$ cat config.mk
export PLATFORM = sky130hd
export DESIGN_NAME = rbe_sequencer
export DESIGN_NICKNAME = d
export VERILOG_FILES = /design/src/design/rbe_pkg.sv /design/src/design/rbe_sequencer.sv
export VERILOG_INCLUDE_DIRS = /design/src /design/src/design
export SDC_FILE = /design/constraint.sdc
export NUM_CORES = 1
export LEC_CHECK = 0
export BUFFER_PORTS_ARGS = -buffer_cell sky130_fd_sc_hd__buf_4
export CORE_AREA = 2 2 39 41
export CTS_CLUSTER_DIAMETER = 100
export CTS_CLUSTER_SIZE = 30
export DETAILED_ROUTE_END_ITERATION = 16
export DIE_AREA = 0 0 41 43
export PLACE_DENSITY = 0.74
export SLEW_MARGIN = 15
export SYNTH_ARGS = -nofsm -noshare
export SYNTH_HDL_FRONTEND = slang
export SYNTH_SLANG_ARGS = --single-unit
$ cat constraint.sdc
create_clock -name clk -period 4.2 [get_ports clk]
set_input_delay 0.42 -clock clk [delete_from_list [all_inputs] [get_ports clk]]
set_output_delay 0.42 -clock clk [all_outputs]
set_load 0.03 [all_outputs]
$ cat src/design/rigid_body_euler_step_defines.svh
// assertion macros used by the rigid body euler step sequencer
`ifndef RIGID_BODY_EULER_STEP_DEFINES_SVH
`define RIGID_BODY_EULER_STEP_DEFINES_SVH

// condition must hold in the same cycle as the trigger
`define RBE_ASSERT_NOW(label, trig, cond, msg) \
    label: assert property (@(posedge clk) disable iff (!rst_n) (trig) |-> (cond)) \
        else $error(msg);

// condition must hold in the cycle after the trigger
`define RBE_ASSERT_NEXT(label, trig, cond, msg) \
    label: assert property (@(posedge clk) disable iff (!rst_n) (trig) |=> (cond)) \
        else $error(msg);

`endif

$ cat src/design/rbe_pkg.sv
// types, constants and microcode program of the rigid body euler step
package rbe_pkg;

    typedef logic signed [31:0] rbe_q_t;

    localparam rbe_q_t TWO_PI_Q16 = 32'sd411775;
    localparam rbe_q_t Q_MAX      = 32'sh7fff_ffff;
    localparam rbe_q_t Q_MIN      = 32'sh8000_0000;

    localparam int ADDR_W = 4;
    localparam logic [ADDR_W-1:0] ENTRY_STEP = 4'd0;
    localparam logic [ADDR_W-1:0] ENTRY_LOAD = 4'd8;

    typedef enum logic [1:0] {
        CMD_STEP,
        CMD_LOAD_POS,
        CMD_LOAD_VEL,
        CMD_LOAD_ANGLE
    } rbe_cmd_t;

    typedef enum logic [1:0] {
        CFG_TIME_STEP,
        CFG_INVERSE_MASS,
        CFG_ANGULAR_ACCEL
    } rbe_cfg_idx_t;

    typedef enum logic [1:0] {
        ST_IDLE,
        ST_RUN,
        ST_FLUSH,
        ST_DONE
    } rbe_state_t;

    typedef enum logic [1:0] {
        OP_NOP,
        OP_MAC,
        OP_LOAD
    } rbe_op_t;

    typedef enum logic [2:0] {
        SRC_FORCE_X,
        SRC_FORCE_Y,
        SRC_VEL_X,
        SRC_VEL_Y,
        SRC_ACC_X,
        SRC_ACC_Y,
        SRC_SPIN,
        SRC_ANG_ACCEL
    } rbe_src_a_t;

    typedef enum logic {
        SRCB_INV_MASS,
        SRCB_TIME_STEP
    } rbe_src_b_t;

    typedef enum logic [2:0] {
        DST_ACC_X,
        DST_ACC_Y,
        DST_POS_X,
        DST_VEL_X,
        DST_POS_Y,
        DST_VEL_Y,
        DST_HEADING,
        DST_SPIN
    } rbe_dst_t;

    typedef struct packed {
        rbe_op_t    op;
        rbe_src_a_t src_a;
        rbe_src_b_t src_b;
        rbe_dst_t   dst;
        logic       accum;
        logic       wrap;
        logic       last;
    } rbe_uword_t;

    // sequencer to datapath control
    typedef struct packed {
        logic       start;
        logic       issue;
        rbe_uword_t uw;
    } rbe_ctl_t;

    typedef struct packed {
        rbe_q_t pos_x;
        rbe_q_t pos_y;
        rbe_q_t vel_x;
        rbe_q_t vel_y;
        rbe_q_t angle;
        rbe_q_t angular_vel;
        rbe_q_t accel_x;
        rbe_q_t accel_y;
        logic   saturated;
    } rbe_result_t;

    function automatic rbe_uword_t mac_word(rbe_src_a_t a, rbe_src_b_t b, rbe_dst_t d,
                                            logic acc, logic wrp, logic lst);
        rbe_uword_t w;
        w.op    = OP_MAC;
        w.src_a = a;
        w.src_b = b;
        w.dst   = d;
        w.accum = acc;
        w.wrap  = wrp;
        w.last  = lst;
        return w;
    endfunction

    // control store: the step program, then the load word
    function automatic rbe_uword_t rbe_rom(logic [ADDR_W-1:0] addr);
        rbe_uword_t w;
        w = '{op: OP_NOP, src_a: SRC_FORCE_X, src_b: SRCB_INV_MASS, dst: DST_ACC_X,
              accum: 1'b0, wrap: 1'b0, last: 1'b1};
        unique case (addr)
            4'd0:    w = mac_word(SRC_FORCE_X, SRCB_INV_MASS, DST_ACC_X, 1'b0, 1'b0, 1'b0);
            4'd1:    w = mac_word(SRC_FORCE_Y, SRCB_INV_MASS, DST_ACC_Y, 1'b0, 1'b0, 1'b0);
            4'd2:    w = mac_word(SRC_VEL_X, SRCB_TIME_STEP, DST_POS_X, 1'b1, 1'b0, 1'b0);
            4'd3:    w = mac_word(SRC_ACC_X, SRCB_TIME_STEP, DST_VEL_X, 1'b1, 1'b0, 1'b0);
            4'd4:    w = mac_word(SRC_VEL_Y, SRCB_TIME_STEP, DST_POS_Y, 1'b1, 1'b0, 1'b0);
            4'd5:    w = mac_word(SRC_ACC_Y, SRCB_TIME_STEP, DST_VEL_Y, 1'b1, 1'b0, 1'b0);
            4'd6:    w = mac_word(SRC_SPIN, SRCB_TIME_STEP, DST_HEADING, 1'b1, 1'b1, 1'b0);
            4'd7:    w = mac_word(SRC_ANG_ACCEL, SRCB_TIME_STEP, DST_SPIN, 1'b1, 1'b0, 1'b1);
            4'd8:    w.op = OP_LOAD;
            default: w.op = OP_NOP;
        endcase
        return w;
    endfunction

endpackage

$ cat src/design/rbe_sequencer.sv
// step counter, dispatch and handshake control for the euler step
`include "rigid_body_euler_step_defines.svh"

module rbe_sequencer
    import rbe_pkg::*;
(
    input  logic     clk,
    input  logic     rst_n,
    input  logic     in_valid,
    input  logic [1:0] command,
    input  logic     out_free,
    output logic     in_stall,
    output logic     load_out,
    output rbe_ctl_t ctl
);

    rbe_state_t        state_reg, state_next;
    logic [ADDR_W-1:0] step_reg, step_next;
    rbe_uword_t        uw;

    assign uw = rbe_rom(step_reg);

    always_ff @(posedge clk or negedge rst_n)
    begin
        if (!rst_n)
        begin
            state_reg <= ST_IDLE;
            step_reg  <= ENTRY_STEP;
        end
        else
        begin
            state_reg <= state_next;
            step_reg  <= step_next;
        end
    end

    always_comb
    begin
        state_next = state_reg;
        step_next  = step_reg;
        in_stall   = 1'b1;
        load_out   = 1'b0;
        ctl.start  = 1'b0;
        ctl.issue  = 1'b0;
        ctl.uw     = uw;
        unique case (state_reg)
            ST_IDLE:
            begin
                in_stall = 1'b0;
                if (in_valid)
                begin
                    ctl.start  = 1'b1;
                    step_next  = (rbe_cmd_t'(command) == CMD_STEP) ? ENTRY_STEP : ENTRY_LOAD;
                    state_next = ST_RUN;
                end
            end
            ST_RUN:
            begin
                ctl.issue = 1'b1;
                if (uw.last)
                    state_next = ST_FLUSH;
                else
                    step_next = step_reg + 1'b1;
            end
            ST_FLUSH:
            begin
                state_next = ST_DONE;
            end
            ST_DONE:
            begin
                if (out_free)
                begin
                    load_out   = 1'b1;
                    state_next = ST_IDLE;
                end
            end
            default:
            begin
                state_next = ST_IDLE;
            end
        endcase
    end

    `RBE_ASSERT_NEXT(a_start_runs, ctl.start, state_reg == ST_RUN, "accepted word did not start the program")
    `RBE_ASSERT_NEXT(a_last_flushes, ctl.issue && uw.last, state_reg == ST_FLUSH, "last step did not flush")
    `RBE_ASSERT_NOW(a_load_out_free, load_out, out_free && state_reg == ST_DONE, "result loaded while output busy")

endmodule

# Word level (Yosys, flattened, before mapping)
# Cells that the tools add are included.
dict set report totals {
  register_bits 6
}
dict set report classes {
  eq_ne 15
  reduce_logical 7
  n_mux 16
  addsub 1
}
# cell count
set ops {}
lappend ops {{$pmux W10 S8} 1}
lappend ops {{$eq A4 B3 Y1 const B} 4}
lappend ops {{$mux W4} 3}
lappend ops {{$eq A4 B2 Y1 const B} 2}
lappend ops {{$ne A2 B2 Y1 const B} 4}
lappend ops {{$pmux W2 S4} 1}
lappend ops {{$pmux W4 S2} 1}
lappend ops {{$reduce_or A8 Y1} 1}
lappend ops {{$mux W1} 6}
lappend ops {{$mux W2} 3}
lappend ops {{$reduce_and A3 Y1} 2}
lappend ops {{$add A4 B1 Y4 const B} 1}
lappend ops {{$eq A2 B2 Y1 const B} 2}
lappend ops {{$eq A4 B1 Y1 const B} 1}
lappend ops {{$eq A4 B4 Y1 const B} 1}
lappend ops {{$logic_not A2 Y1} 2}
lappend ops {{$logic_not A4 Y1} 1}
lappend ops {{$pmux W2 S2} 1}
lappend ops {{$eq A2 B1 Y1 const B} 1}
lappend ops {{$reduce_bool A2 Y1} 1}

# Logic depth before layout (Yosys ltp)
dict set report logic_depth {
  word_depth 4
  ltp_mapped 5
  mapped_depth_nobuf 5
}

# Least setup slack after synthesis
# Ideal clock, no wire load.
dict set report synth_timing {
  path_type {register to output}
  startpoint {reg step_reg[0]}
  endpoint {out ctl[6] (netlist bit)}
  stages_incl_launch_ff 6
  required_ns 3.780
  n_path_buf 1
  arrival_ns 1.572
  path_slack_ns 2.208
  path_cell_list {dfrtp_1 -> inv_1 -> ha_1 -> nor2_1 -> a21oi_1 -> buf_4}
}
# item line
set synth_lines {}
lappend synth_lines {{start, declared} rbe_sequencer.sv:18} ;# logic [ADDR_W-1:0] step_reg, step_next;
lappend synth_lines {{start signal, assigned} rbe_sequencer.sv:33} ;# step_reg <= step_next;
lappend synth_lines {{end, declared} rbe_sequencer.sv:14} ;# output rbe_ctl_t ctl

==> metrics.md <==
| Metric | Value |
|---|---|
| Worst path required time | 3.78 ns |
| Initial antenna violation count | 0 |
| Top cell type by total area after synthesis | dfrtp_1 |
| Vias in the first global route | 442 |
| Nets | ~110 |
| Grt ovf | 0 |
| Arr. time, crit path | about 1.6 ns |
| Layout cell share with drive strength beyond 1 | 0.2717 |
| Worst setup path category | reg2out |
| H-tree depth | 1 |
| Post-synth top area share | 0.2697 |
| I/O pin cnt | 22 |
| Area delta synth->final | 35.73% |
| Crit. End Element | output port |
| Final WL | 1.266 mm |
| R2R Path Start | state_reg[1] |
| Status | complete, no violations |
| Unrepaired setup endpoints after global routing | no |
| Wirelength per Cell | 11.72 um |
| Mux contribution to synthesized area | 0.05618 |
| Worst path bufs/invs | 2 |
| Setup Skew | 0.002605 ns |
| Max frequency | 501.4 MHz |
| Critical path startpoint | step_reg[0] |
| Netlist cell types | 22 |
| Setup_tns | 0 ns |
| Total GRT Usage | 0.1574 |
| HP Class | in2async |
| Main combinational cell family by area after synthesis | adder cells |
| Post-Syn Area | 556.8 um2 |
| Max incr delay on CP | 0.42 ns |
| Count leader, synth | inv_1 |
| Worst-Margin Slew | around 0.46 ns |
| Worst IR Drop VDD | 0.3200 mV |
| Clk root buf | clkbuf_4 |
| Hold slack final | approximately 0.52 ns |
| Post-cts resize count | 0 |
| Cells after Synth | 69 |
| # DRC | 0 |
| Fin. Hold Viols | 0 |
| Leakage | 0.3765 nW |
| Core Region | 0.001384 mm2 |
| Crit path time final | 1.994 ns |
| # rows | 14 |
| Final slew viol count | 0 |
| First drt pass iteration count | 6 |
| Post-synthesis xor/xnor area fraction | 0 |
| Total die area | 0.001763 mm2 |
| Largest net degree at the start of global routing | 14 |
| Cell area after layout | 755.7 um2 |
| Crit-path cells | ha_1 > a21oi_1 > inv_1 > buf_4 |
| Antenna fix cells | 0 |
| Max stage delay cell, worst path | dfrtp_1 |
| Via count | between 500 and 600 |
| CTS clk-pin slew, worst paths | ~0.050 ns |
| Async S/R FF share, synth | 1.000 |
| Slew HR | 0.6913 |
| Input/output buffers | 21 |
| Compound-Gate Fraction of Synth Area | 0.1843 |
| Syn Nets | 84 |
| Die X | 41 um |
| Clock Latency Late Sink | 0.25 ns |
| First-pass GRT wire length | 1.828 mm |
| Critical Path Source Type | flip-flop |
| EDFF count, synth | 0 |
| PwrDens | 683.4 mW/mm2 |
| Mean Syn Cell Area | 8.069 um2 |
| Post-synth top flop | dfrtp_1 |
| ANT nets after route | 0 |
| Top cells by area, synth | dfrtp_1, ha_1, inv_1 |
| Post-Synth Simple-Gate Area | 0.1798 |
| Yosys reg bits | 6 |
| CP Max Fanout | 7 |
| Initial DRC Count | 14 |
| Adder-cell share of the synthesized area | 0.2022 |
| Family with the most delay on the worst path | flip-flops |
| Sequential area share after synthesis | 0.2697 |
| Final period util | 0.4749 |
| Starting Density | 0.4024 |
| DP Area | between 700 and 800 um2 |
| Commonest cells post-synth | inv_1, ha_1, a21oi_1, dfrtp_1 |
| Via/cell ratio | around 5 |
| DIE HEIGHT | 43 um |
| Final Wtd Congestion | 0.8212 |
| Max cap viols | 0 |
| CTS tree | built |
| Final HPWL DP | 965.6 um |
| CTS Buf Count | 3 |
| Largest register FFs | 4 |
| Endpoints failing setup | 0 |
| Synth warn | 0 |
| CTS Buffer Depth | 2 |
| Clk sinks | 6 |
[power by group]
| part | internal [W] | total [W] | switching (W) | leakage (nW) |
|---|---|---|---|---|
| clock | 0.0000325 | 0.0000555 | 0.0000230 | 0.0138 |
| combinational | 0.000136 | 0.000343 | 0.000208 | 0.288 |
| sequential | 0.0000818 | 0.000118 | 0.0000360 | 0.0743 |
| total | 0.000250 | 0.000516 | 0.000266 | 0.376 |
[stage by stage]
stage | cells | utilization | setup WS, ns | total power (W)
5_1_grt | 108 | 0.5461 | 2.131 | 0.0005583
3_5_place_dp | 104 | 0.5226 | 2.320 | 0.0004620
6_report | 108 | 0.5461 | 2.206 | 0.0005165
2_1_floorplan | 69 | - | 2.208 | 0.0003585
4_1_cts | 108 | 0.5461 | 2.209 | 0.0005218
3_3_place_gp | 104 | 0.5226 | 2.404 | 0.0004545
[per-layer routing]
layer	part of all wire	GRT usage
met4	0.017	0.08000
met3	0.058	0.04712
met1	0.44	0.1765
met5	0	0
met2	0.48	0.2531
[cells in the final DEF, fill, tap and decap left out]
cell type	count
buf_4	21
inv_1	13
ha_1	9
a21oi_1	8
dfrtp_1	6
nor2_1	5
nand2_1	5
o21ai_0	4
clkbuf_4	3
nand2b_1	2
nand4_1	2
mux2i_1	2
o211ai_1	2
nor3_1	1
and3_1	1
and2_1	1
nor2b_4	1
a222oi_1	1
nor4_1	1
o32ai_1	1
a2bb2oi_1	1
mux2_1	1
dlygate4sd3_1	1
[logic make-up after synthesis]
group / Yosys count
AOI/OAI and AO/OA: 17
and+or+nand+nor: 19
muxes: 3
buffers and inverters: 15
DFF: 6
adders and majority gates: 9
[final timing paths]
check                                to  slack [ns]  depth (start not counted)
max                              ctl[0]        2.21                          4
min                         step_reg[0]        0.52                          2
max reg2reg                state_reg[1]        2.32                          5
min reg2reg                state_reg[1]        0.56                          1
max in group asynchronous   step_reg[3]        3.57                          2
min in group clk            step_reg[3]        0.52                          3
[layout make-up]
type	instances	area [um2]
fillers	135	628.1
multi-input cells	48	346.6
repair buffers	22	167.7
flip-flops and latches	6	150.1
inverters	13	48.80
clock buffers	3	22.52
well taps	16	20.02
[timing repair]
action / in CTS / in global routing
hold buffers: 1 / 0
setup endpoints to repair: 0 / 0
endpoints found under the hold margin: 6 / 0
buffers inserted: 0 / 0
Power figures use the tool's default switching activity.
